### config.mk
export PLATFORM = sky130hd
export DESIGN_NAME = nnds_cell
export DESIGN_NICKNAME = d
export VERILOG_FILES = /design/src/rtl/nnds_pkg.sv /design/src/rtl/nnds_cell.sv
export SDC_FILE = /design/constraint.sdc
export NUM_CORES = 1
export LEC_CHECK = 0
export BUFFER_PORTS_ARGS = -buffer_cell sky130_fd_sc_hd__buf_2
export CORE_MARGIN = 4
export CORE_UTILIZATION = 43
export CTS_CLUSTER_SIZE = 20
export DETAILED_ROUTE_END_ITERATION = 10
export PLACE_DENSITY = 0.9
export SYNTH_ARGS = -nofsm -noshare
export SYNTH_HDL_FRONTEND = slang
export SYNTH_SLANG_ARGS = --single-unit
### constraint.sdc
create_clock -name i_clk -period 1 [get_ports i_clk]
set_clock_uncertainty 0.2 [all_clocks]
set_input_delay 0.05 -clock i_clk [delete_from_list [all_inputs] [get_ports i_clk]]
set_output_delay 0.05 -clock i_clk [all_outputs]
set_load 0.01 [all_outputs]
### src/rtl/nnds_pkg.sv
// Shared types, codes and constants for the nearest node distance search.
package nnds_pkg;

    localparam int unsigned MaxNodesDefault = 256;
    localparam int unsigned CoordW = 32;
    localparam int unsigned DiffW = CoordW + 1;
    localparam int unsigned SqW = 2 * DiffW;
    localparam int unsigned DistW = 33;
    localparam logic [DistW-1:0] DistLimit = 33'd6553600000;

    localparam logic [1:0] CmdClear = 2'd0;
    localparam logic [1:0] CmdAdd = 2'd1;
    localparam logic [1:0] CmdQuery = 2'd2;
    localparam logic [1:0] CmdSpare = 2'd3;

    localparam logic [1:0] StatOk = 2'd0;
    localparam logic [1:0] StatFull = 2'd1;
    localparam logic [1:0] StatNoMatch = 2'd2;

    localparam logic [1:0] FiltAll = 2'd0;
    localparam logic [1:0] FiltFree = 2'd1;
    localparam logic [1:0] FiltObst = 2'd2;

    typedef struct packed {
        logic [1:0] command;
        logic signed [CoordW-1:0] pos_x;
        logic signed [CoordW-1:0] pos_y;
        logic obstacle_mark;
    } t_in;

    typedef struct packed {
        logic [DistW-1:0] near_dist;
        logic [1:0] status;
    } t_out;

    typedef struct packed {
        logic signed [CoordW-1:0] x;
        logic signed [CoordW-1:0] y;
        logic obs;
    } t_node;

endpackage

### src/rtl/nnds_cell.sv
// One node cell of the storage ring: holds a node and passes it on when shifted.
module nnds_cell (
    input  logic            i_clk,
    input  logic            i_shift,
    input  nnds_pkg::t_node i_node,
    output nnds_pkg::t_node o_node
);

    nnds_pkg::t_node r_node;

    always_ff @(posedge i_clk) begin
        if (i_shift) begin
            r_node <= i_node;
        end
    end

    assign o_node = r_node;

endmodule

**Word-level counts from Yosys, hierarchy flattened**

Cells that the tools add are included.

- Output and inout port bits: 65
- Bits in registers: 65
- Bits of input ports: 67
- Word-level logic and storage cells: 3

**Longest topological paths before layout**

- Depth in word-level cells: 0
- Gate-level depth with buffers: 0
- Gate-level depth less buffers: 0

**Worst setup path before layout**

No wires, ideal clock.

- Path kind: register to output
- Start point: reg r_node (netlist bit o_node[0])
- End point: out o_node[0] in the netlist's numbering
- Path buffers: 0
- Cell stages (with the launch flop): 1
- Data arrival time: 0.394 ns
- Path slack: 0.356 ns
- Required time: 0.750 ns
- Cell sequence: edfxtp_1

RTL lines:

| item | RTL line | text |
|---|---|---|
| start, declared | nnds_cell.sv:9 | `nnds_pkg::t_node r_node;` |
| start signal, assigned | nnds_cell.sv:13 | `r_node <= i_node;` |
| end, declared | nnds_cell.sv:6 | `output nnds_pkg::t_node o_node` |

No word-level cell between the ends.

**Worst setup path in the final report**

- Start point: reg r_node (netlist bit o_node[7])
- End point: out o_node[7] in the netlist's numbering

No word-level cell between the ends.

==> results <==
- The pre-antenna-repair detailed-routing pass consisted of 4 iterations.
- The share of total power in sequential cells is 0.541.
- The critical path endpoint category is an output pin.
- The core outline area is 4380 µm².
- The worst slew margin relative to its limit is 0.874.
- The cell chosen for the clock root is clkbuf_8.
- The number of different library cells used by synthesis comes to 1.
- TritonCTS built the clock tree.
- Across all setup checks in the final design, the least slack found is -0.139 ns.
- The final critical path time including I/O delays and setup is 1.14 ns.
- In the global route stage, overall resource usage came out at 0.209.
- The hold violation count in the final report is 0.
- For this run, design rule violations remaining after detail routing come to 0.
- The critical path required time is 0.75 ns.
- In this run, the number of DRC markers left after iteration 0 of detailed routing was 61.
- Setup violations remaining at the end of the flow were counted as 65.
- The kind of cell adding the most delay to the critical path is flip-flops.
- The share of power burned in combinational logic is 0.122.
- The count of input and output buffers is 131.
- From synthesis to final layout, the design area changed by 82.0%.
- Of the total power, the clock network draws 0.337.
- Wires add up to 5.75 mm.
- The number of maximum-capacitance violations is 0.
- Counting every net in the synthesized netlist gives 132.
- The net switching power is 0.00131 W.
- The signal on the critical path passes through buf_2.
- The maximum net fanout on the critical path is 1.
- The synthesized area per cell is 30.0 µm².
- The number of pins exceeding their max-slew limit in the final report is 0.
- The via count of the first global-routing pass was 1659.
- The final reports fail on negative setup slack.
- Of the synthesized area, sequential elements account for 1.00.
- The data arrival at the endpoint of the critical path is 0.89 ns.
- Dividing the detail-routed wire length by the instance count gives 17.4 µm.
- Cell internal power was estimated by the tool at 0.00478 W.
- The area of the die is 5680 µm².
- VDD sags by at most 1110 µV.
- Of the post-synthesis cell area, the part taken by muxes is 0.
- After clock tree synthesis, the clock-pin slew on the worst setup and hold paths is 0.07 ns.
- The most common cell after layout, fill and taps aside is buf_2.
- The compound-gate portion of the synthesized area is 0.
- Routability-driven placement finished with a final weighted congestion of 0.740.
- STA classifies the critical path startpoint as a flop.
- The flow ran to the end, but the final reports show violations.
- Including well taps, the total number of placed cells is 250.
- The routed layout has 1468 vias.
- The layout multi-input combinational cell count is 0.
- The residual overflow from global routing is 0.
- Summed over all cells, the static leakage comes to 1.54 nW.
- The library cells used most frequently in the layout, excluding fill and tap cells, are 129 x buf_2, 65 x dlygate4sd3_1, 65 x edfxtp_1.
- The category of the critical setup timing path is reg2out.
- The slew of the pin with the lowest slew margin is 0.189 ns.
- The wire length of the first global-routing pass is 8.25 mm.
- Together, buffers and inverters on the worst path number 1.
- The tightest min-delay check is of the in2reg type.
- The multi-input combinational cells in the finished layout cover a total of 0 µm².
- The repair_antennas step left the layout with diodes totalling 0.
- The number of flip-flops in the largest register is 65.
- The delay of the slowest cell on the worst path is 0.40 ns.
- Of the available clock period, the critical path in the final layout requires 1.14.
- The die extent in x is 75.4 µm.
- The gate count after technology mapping is 65.
- The floorplan has 24 rows.
- Of the total synthesized cell area, the portion taken by XOR and XNOR cells is 0.
- For this run, the top clock speed supported by timing is 878 MHz.
- The net switching fraction of the power is 0.215.
- Of the cells placed in the final design, the portion with a size suffix greater than 1 is 0.525.
- The placement-stage worst setup slack is 0.0611 ns.
- Entering global routing, the biggest net connects 37 pins.
- The non-filler instance count after layout is 330.
- The remaining antenna violation count after routing is 0.
- The clock tree buffer depth is 2.
- The power density of the placed cells is 1710 nW/µm².
- Setup repair after global routing could not meet its margin everywhere.
- The starting density of the core is 0.445.
- Dividing the detail-routed via count by the number of cells gives 4.45.
- The number of top-level design ports is 132.
- The tree built by TritonCTS fans out to 65 sinks.
- Yosys printed 0 warnings.
- In this run the number of H-tree levels came out at 3.
- The adder-cell share of the synthesized area is 0.
- The number of antenna violations at the first check in global routing is 0.
- Clock tree synthesis inserted a total of 9 buffers.
- After the last flow step, the layout net total stands at 341.
- The total negative slack is -5.70 ns.
- The highest-delay cell along the critical path is edfxtp_1.
- The die is 75.4 µm tall.
- The number of register bits inferred by synthesis is 65.
- The mapped netlist covers 1950 µm².
- The basic-gate share of the synthesized area counting and, or, nand and nor cells is 0.
## layer usage
metal,global-route usage,up-vias,part of all wire
li1,-,681,-
met1,0.206,691,0.32
met2,0.368,86,0.54
met3,0.0950,10,0.12
met4,0.103,0,0.018
met5,0,-,0
## per-stage QoR
step,hold slack (ns),total power (W),util,area [µm²]
finish,0.00954,0.00609,0.810,3550
CTS,-0.00149,0.00606,0.807,3540
global route,0.00751,0.00631,0.810,3550
detailed placement,0.0281,0.00387,0.619,2710
global placement,0.0259,0.00384,0.619,2710
floorplan,-0.0511,0.00347,-,1950
## cells in the mapped netlist
library cell	instances	area [µm²]
edfxtp_1	65	1950
## power groups by stage
stage	sequential [W]	clock, W	combinational (W)
after floorplan	0.00347	0	0
after global routing	0.00331	0.00220	0.000799
after detailed placement	0.00334	0	0.000527
final	0.00329	0.00205	0.000743
after CTS	0.00329	0.00205	0.000725
after global placement	0.00333	0	0.000511
## what timing repair did
item                                    in CTS  in global routing
buffers inserted                             0                  0
hold buffers                                65                  0
resized for setup                            0                  4
hold endpoints to repair                    68                  0
endpoints found under the setup margin      65                 65
## cell families (layout without fill, tap and decap cells)
logic type             count (synthesis)  after routing
buffers and inverters                  0            213
DFF                                   65             65
## area by class of cell
class / instances / area [µm²]
clock buffers: 11 / 131
flip-flops and latches: 65 / 1950
well taps: 52 / 65.1
fillers: 226 / 832
clock inverters: 4 / 45.0
repair buffers: 198 / 1360
## path summary, 6_finish.rpt
kind	slack (ns)	from	end	cells past startpoint
worst min-delay path	0.01	i_shift	o_node[57]	2
worst max-delay path	-0.14	o_node[7]	o_node[7]	1
Power figures use the tool's default switching activity.
