--- config.mk ---
export PLATFORM = sky130hd
export DESIGN_NAME = nnds_sqrt
export DESIGN_NICKNAME = d
export VERILOG_FILES = /design/src/rtl/nnds_pkg.sv /design/src/rtl/nnds_sqrt.sv
export SDC_FILE = /design/constraint.sdc
export NUM_CORES = 1
export LEC_CHECK = 0
export BUFFER_PORTS_ARGS = -buffer_cell sky130_fd_sc_hd__buf_2
export CAP_MARGIN = 20
export CORE_UTILIZATION = 53
export CTS_CLUSTER_DIAMETER = 80
export DETAILED_ROUTE_END_ITERATION = 10
export PLACE_DENSITY = 0.77
export SYNTH_ARGS = -nofsm -noshare
export SYNTH_HDL_FRONTEND = slang
export SYNTH_SLANG_ARGS = --single-unit
--- constraint.sdc ---
create_clock -name i_clk -period 2.65 [get_ports i_clk]
set_input_delay 0.3975 -clock i_clk [delete_from_list [all_inputs] [get_ports i_clk]]
set_output_delay 0.3975 -clock i_clk [all_outputs]
set_load 0.005 [all_outputs]
--- src/rtl/nnds_pkg.sv ---
// Shared types, codes and constants for the nearest node distance search.
package nnds_pkg;

    localparam int unsigned MaxNodesDefault = 256;
    localparam int unsigned CoordW = 32;
    localparam int unsigned DiffW = CoordW + 1;
    localparam int unsigned SqW = 2 * DiffW;
    localparam int unsigned DistW = 33;
    localparam logic [DistW-1:0] DistLimit = 33'd6553600000;

    localparam logic [1:0] CmdClear = 2'd0;
    localparam logic [1:0] CmdAdd = 2'd1;
    localparam logic [1:0] CmdQuery = 2'd2;
    localparam logic [1:0] CmdSpare = 2'd3;

    localparam logic [1:0] StatOk = 2'd0;
    localparam logic [1:0] StatFull = 2'd1;
    localparam logic [1:0] StatNoMatch = 2'd2;

    localparam logic [1:0] FiltAll = 2'd0;
    localparam logic [1:0] FiltFree = 2'd1;
    localparam logic [1:0] FiltObst = 2'd2;

    typedef struct packed {
        logic [1:0] command;
        logic signed [CoordW-1:0] pos_x;
        logic signed [CoordW-1:0] pos_y;
        logic obstacle_mark;
    } t_in;

    typedef struct packed {
        logic [DistW-1:0] near_dist;
        logic [1:0] status;
    } t_out;

    typedef struct packed {
        logic signed [CoordW-1:0] x;
        logic signed [CoordW-1:0] y;
        logic obs;
    } t_node;

endpackage

--- src/rtl/nnds_sqrt.sv ---
// Digit-by-digit integer square root, one result bit per cycle.
module nnds_sqrt (
    input  logic                              i_clk,
    input  logic                              i_rst_n,
    input  logic                              i_start,
    input  logic [nnds_pkg::SqW-1:0]          i_rad,
    output logic                              o_done,
    output logic [nnds_pkg::DistW-1:0]        o_root
);

    localparam int unsigned RW = nnds_pkg::DistW;
    localparam int unsigned SW = nnds_pkg::SqW;
    localparam int unsigned MW = RW + 3;
    localparam int unsigned CW = $clog2(RW + 1);

    logic r_busy, r_done;
    logic [CW-1:0] r_cnt;
    logic [SW-1:0] r_rad;
    logic [MW-1:0] r_rem;
    logic [RW-1:0] r_root;
    logic [MW-1:0] n_rem, n_trial;

    always_comb begin
        n_rem = {r_rem[MW-3:0], r_rad[SW-1:SW-2]};
        n_trial = {1'b0, r_root, 2'b01};
    end

    always_ff @(posedge i_clk) begin
        if (!i_rst_n) begin
            r_busy <= 1'b0;
            r_done <= 1'b0;
        end else begin
            r_done <= 1'b0;
            if (i_start) begin
                r_busy <= 1'b1;
            end else if (r_busy && r_cnt == CW'(RW - 1)) begin
                r_busy <= 1'b0;
                r_done <= 1'b1;
            end
        end
        if (i_start) begin
            r_cnt <= '0;
            r_rad <= i_rad;
            r_rem <= '0;
            r_root <= '0;
        end else if (r_busy) begin
            r_cnt <= r_cnt + 1'b1;
            r_rad <= {r_rad[SW-3:0], 2'b00};
            if (n_rem >= n_trial) begin
                r_rem <= n_rem - n_trial;
                r_root <= {r_root[RW-2:0], 1'b1};
            end else begin
                r_rem <= n_rem;
                r_root <= {r_root[RW-2:0], 1'b0};
            end
        end
    end

    assign o_done = r_done;
    assign o_root = r_root;

endmodule
== Word-level counts from Yosys, hierarchy flattened ==
Cells that the tools add are included.

* Add/subtract/negate cells: 2
* Order comparisons: 1
* Equal/unequal tests: 1
* Mux-type cells: 7
* Bitwise gates (word level): 1
* Reduce and logical (&&, ||, !) cells: 4

{| class="wikitable"
|+ Operators by type and width
! cell !! number
|-
| 66-bit 2-to-1 mux || 2
|-
| 36-bit by 35-bit greater-or-equal comparator with 1-bit output || 1
|-
| 34-bit 2-to-1 mux || 1
|-
| 34-bit subtractor || 1
|-
| 6-bit by 1-bit adder with 6-bit output, second input constant || 1
|-
| 6-bit == test, second input constant || 1
|-
| 1-bit 2-to-1 mux || 4
|-
| 2-bit nonzero test || 2
|-
| 2-bit OR reduction || 1
|-
| 1-bit logical AND || 1
|-
| 1-bit inverter || 1
|}

* Register bits after elaboration: 141
* Bits of input ports: 69
* Output and inout port bits: 34
* Logic and storage cells: 22

== Depth between registers and ports, before layout ==
* Depth after elaboration: 4
* Depth in mapped cells: 13
* Mapped depth without buffers: 11

== Least setup slack after synthesis ==
OpenSTA, ideal clock, no wires.

* Kind: register to register
* Start: register r_root[17] (netlist: o_root[17])
* End: register r_rem[0]
* Setup time: 117 ps
* Arrival time: 2566 ps
* Data required time: 2533 ps
* Path slack: -33 ps
* Cell stages (with the launch flop): 13
* Buffers on the path: 2
* Period minus slack after synthesis: 2683 ps
* Path through: dfxtp_1 -> inv_1 -> ha_1 -> buf_2 -> nand4_2 -> nor4_2 -> o211ai_1 -> nand4_1 -> o21ai_2 -> o311ai_4 -> buf_4 -> nand2_1 -> a32o_1

* Word-level cells in the longest chain between the ends: 2

{| class="wikitable"
|+ Ends and longest elaborated chain
! item !! line !! source
|-
| start: declaration || nnds_sqrt.sv:20 || <nowiki>logic [RW-1:0] r_root;</nowiki>
|-
| start signal: assignment || nnds_sqrt.sv:51 || <nowiki>r_root <= {r_root[RW-2:0], 1'b1};</nowiki>
|-
| start signal: assignment || nnds_sqrt.sv:54 || <nowiki>r_root <= {r_root[RW-2:0], 1'b0};</nowiki>
|-
| 36-bit by 35-bit greater-or-equal comparator with 1-bit output || nnds_sqrt.sv:49 || <nowiki>if (n_rem >= n_trial) begin</nowiki>
|-
| 34-bit 2-to-1 mux || nnds_sqrt.sv:49 ||
|-
| end signal: assignment || nnds_sqrt.sv:50 || <nowiki>r_rem <= n_rem - n_trial;</nowiki>
|-
| end signal: assignment || nnds_sqrt.sv:53 || <nowiki>r_rem <= n_rem;</nowiki>
|-
| end: declaration || nnds_sqrt.sv:19 || <nowiki>logic [MW-1:0] r_rem;</nowiki>
|}

Every way passes these cells.
A chain may end at the register's enable or synchronous reset.

== Worst setup path in the final report ==
* Start: register r_root[14] (netlist: o_root[14])
* End: register r_rem[16]

* Word-level cells in the longest chain between the ends: 2
* Elaborated cells on any way between the ends: 3
* Those cells by class: add/sub (1); order compare (1); mux (1)

{| class="wikitable"
|+ Ends and longest elaborated chain
! item !! line
|-
| 34-bit subtractor or 36-bit by 35-bit greater-or-equal comparator with 1-bit output (tied branches) || nnds_sqrt.sv:50, nnds_sqrt.sv:49
|-
| 34-bit 2-to-1 mux (*) || nnds_sqrt.sv:49
|}

Mark *: on every way between the ends. The rest lies on a longest branch, timed or not.

==> metrics.md <==
| Metric | Value |
|---|---|
| Status | finished, final reports clean |
| Maximum number of pins on one net before global-route repair | 98 |
| Number of synthesized register bits | 141 |
| Max VDD drop | 0.718 mV |
| Routed wire length | approximately 19000 um |
| Sequential cell area fraction in the yosys report | 0.447 |
| Worst path buffer plus inverter count | 3 |
| Sum of overflow across all layers after global routing | 0 |
| Clock Sink Count | approximately 140 |
| Final period utilization | 0.994 |
| Antenna diode instance count | 0 |
| Layout cells sized above 1 | 0.399 |
| Ratio of total power to cell area | approximately 1100 nW/um2 |
| Chip height | 123 um |
| Longest Clk Path Bufs | 2 |
| Number of antenna violations at the first check in global routing | 1 |
| Number of placement rows | 43 |
| Mean routed wirelength per cell | 16.4 um |
| Number of slew-limit violations in the final report | 0 |
| Max stage delay on crit path | 360 ps |
| Tmin final | 2630 ps |
| TritonCTS clock tree | yes |
| CORE AREA | 14100 um2 |
| Post-CTS clock slew at the launch and capture registers of the worst setup and hold paths | 60 ps |
| Signal arrival time at the worst endpoint | 2910 ps |
| Met1 GRT Util | 0.305 |
| Total GRT Usage | 0.245 |
| X dimension of the die | 123 um |
| Design Area, Final | 10200 um2 |
| Required time at the worst-slack endpoint | 2930 ps |
| DRC Markers | 0 |
| Met3 layer usage reported by global route | 0.0720 |
| Netlist Area Pre-Place | just under 8000 um2 |
| Dominant delay contributor by cell family on the critical path | compound AO/OA/AOI/OAI gates |
| Worst-path cell chain | inv_2, ha_4, nand4_4, nor4_4, o211ai_1, nand4_1, o21ai_2, o311ai_4, buf_6, buf_12, mux2i_4, a211oi_2 |
| Clock root buffer | sky130_fd_sc_hd__clkbuf_16 |
| Proportion of netlist area held by the largest area contributor | 0.254 |
| Number of buffers added to fix hold violations after cts | 0 |
| Count of endpoints failing hold in the final timing report | 0 |
| Async set-or-reset flop fraction in the synthesized netlist | 0 |
| Leading register cell type out of synthesis | sky130_fd_sc_hd__dfxtp_1 |
| Number of global-route vias before repair | just over 6000 |
| Top achievable clock speed | about 0.38 GHz |
| Total setup violations reported at the end of the flow | 0 |
| Number of antenna-violating nets in the routed design | 0 |
| Most utilized layer in the global route result | met2 |
| Top-Level Pins | 103 |
| Number of levels in the clock H-tree | 4 |
| Leakage power | about 4.2 nW |
| EDFF count, synth | 66 |
| Vias per cell | around 5.7 |
| Final worst clock skew | between 10 and 15 ps |
| Critical path start-end classification | reg -> reg |
| Area after detailed placement | between 8000 and 9000 um2 |
| Syn_area_per_cell | between 10 and 15 um2 |
| Biggest area consumer among synthesized cells | sky130_fd_sc_hd__edfxtp_1 |
| Distinct cells, synth | 63 |
| Remaining max-slew budget at the tightest pin | 0.220 |
| Clock latency at the later pin of the worst-skew pair | approximately 440 ps |
| Met2 routing resource usage after global routing | 0.404 |
| Worst min-delay path class | in -> reg |
| Transition time at the pin with the least slew margin | 1170 ps |
| CP Launch Type | flip-flop |
| Final hold slack | 193 ps |
| 1st-iter DRT viols | 372 |
| Maximum fanout encountered on the critical timing path | 7 |
| First-pass detailed-route iteration total | 5 |
| Max stage delay cell, worst path | sky130_fd_sc_hd__o311ai_4 |
| DP HPWL | ~12000 um |
| Wire length of the first global-routing pass | 28900 um |
| Clock buffers created by TritonCTS | 17 |
| Port bufs | approximately 100 |
| Area overhead of the layout relative to synthesis | 30.8% |
| Syn nets | a little under 900 |
| Cell types with the largest area share after synthesis | sky130_fd_sc_hd__edfxtp_1, sky130_fd_sc_hd__dfxtp_1, sky130_fd_sc_hd__mux2_2 |
| Post-synthesis instance total | 776 |
| Area enclosed by the die boundary | roughly 15000 um2 |
| Total of max-cap violations | 0 |
| CP Capture Type | flip-flop |
| Yosys warning total | 0 |
| Routability Congestion | 0.906 |
| Overall via count from detail_route | 6479 |
| Post-layout nets | between 1000 and 1500 |
| Unrepaired setup endpoints after global routing | true |
| Starting density of the core | 0.553 |
==> metal layers <==
| metal | vias to the layer above | wire length (um) |
|---|---|---|
| li1 | 3150 | - |
| met1 | 3123 | 8090 |
| met2 | 181 | 9220 |
| met3 | 23 | 1080 |
| met4 | 2 | 229 |
| met5 | - | 13 |
==> kinds of logic after synthesis <==
family / Yosys count / share of synthesized area
AO/OA/AOI/OAI: 166 / 0.147
XOR/XNOR: 33 / 0.0371
adder cells (fa/ha/maj): 37 / 0.0594
buffers and inverters: 90 / 0.0464
flip-flops: 141 / 0.447
multiplexers: 108 / 0.149
AND/OR/NAND/NOR: 201 / 0.113
==> cell usage after synthesis (4+ instances only) <==
cell type	number
sky130_fd_sc_hd__a211oi_1	16
sky130_fd_sc_hd__a21o_1	10
sky130_fd_sc_hd__a21oi_1	40
sky130_fd_sc_hd__a311oi_1	13
sky130_fd_sc_hd__and3_1	4
sky130_fd_sc_hd__buf_1	6
sky130_fd_sc_hd__buf_2	5
sky130_fd_sc_hd__clkbuf_1	29
sky130_fd_sc_hd__dfxtp_1	75
sky130_fd_sc_hd__edfxtp_1	66
sky130_fd_sc_hd__ha_1	37
sky130_fd_sc_hd__inv_1	44
sky130_fd_sc_hd__mux2_2	65
sky130_fd_sc_hd__mux2i_1	43
sky130_fd_sc_hd__nand2_1	63
sky130_fd_sc_hd__nand3_1	9
sky130_fd_sc_hd__nand4_1	8
sky130_fd_sc_hd__nor2_1	84
sky130_fd_sc_hd__nor2b_1	9
sky130_fd_sc_hd__nor3_1	10
sky130_fd_sc_hd__o2111ai_1	4
sky130_fd_sc_hd__o211ai_1	9
sky130_fd_sc_hd__o21a_1	5
sky130_fd_sc_hd__o21ai_0	28
sky130_fd_sc_hd__o21bai_1	5
sky130_fd_sc_hd__xnor2_1	18
sky130_fd_sc_hd__xor2_1	15
==> final timing paths <==
| path | from | end | slack, ps | cells past startpoint |
|---|---|---|---|---|
| setup / recovery | o_root[14]$_SDFFE_PP0P_ | r_rem[16]$_SDFFE_PP0P_ | 20 | 12 |
| hold / removal | i_rst_n | r_busy$_SDFFE_PN0P_ | 190 | 2 |
| setup reg to reg | o_root[14]$_SDFFE_PP0P_ | r_rem[16]$_SDFFE_PP0P_ | 20 | 12 |
| hold reg to reg | r_rem[33]$_SDFFE_PP0P_ | r_rem[33]$_SDFFE_PP0P_ | 490 | 2 |
==> sequential cells by signal, indices dropped and copies added, names as in the netlist <==
name / count
r_rad: 66
r_rem: 34
o_root: 33
r_cnt: 6
o_done: 1
r_busy: 1
==> layout make-up <==
type	count	area, um2
timing repair buffer	192	1270
tap	180	225
multi-input combinational	545	4410
sequential	141	3500
clock inverter	15	178
clock buffer	17	425
inverter	45	176
fill	999	3910
==> timing repair <==
item,4_1_cts,5_1_grt
pin swaps,10,36
gates cloned,1,0
buffers inserted,3,9
resized for setup,30,92
endpoints found under the setup margin,25,35
==> report_power, final <==
part	leakage (nW)	switching [W]	internal [W]	total, W
clock	0.291	0.00105	0.00142	0.00247
sequential	1.28	0.000216	0.00258	0.00279
combinational	2.64	0.00331	0.00306	0.00637
==> cell usage in the layout (no fill, tap or decap), drive strengths merged, types with 18 or more instances in the layout <==
cell type  Yosys  final
buf           14    192
mux2i         43     43
mux2          65     65
edfxtp        66     66
nand2         63     63
xnor2         18     18
ha            37     37
o21ai         30     30
inv           45     53
nor2          84     84
a21oi         40     40
dfxtp         75     75
==> through the flow <==
stage	worst slack, ps	utilization	cells	total power [W]	setup TNS (ps)
after global routing	-132	0.723	1135	0.0123	-2070
final	15.7	0.723	1135	0.0116	0
after floorplan	9.43	-	776	0.00637	0
after CTS	3.23	0.690	1127	0.0107	0
after detailed placement	-127	0.636	1091	0.00776	-1560
after global placement	-39.4	0.636	1091	0.00770	-39.4
Power figures use the tool's default switching activity.
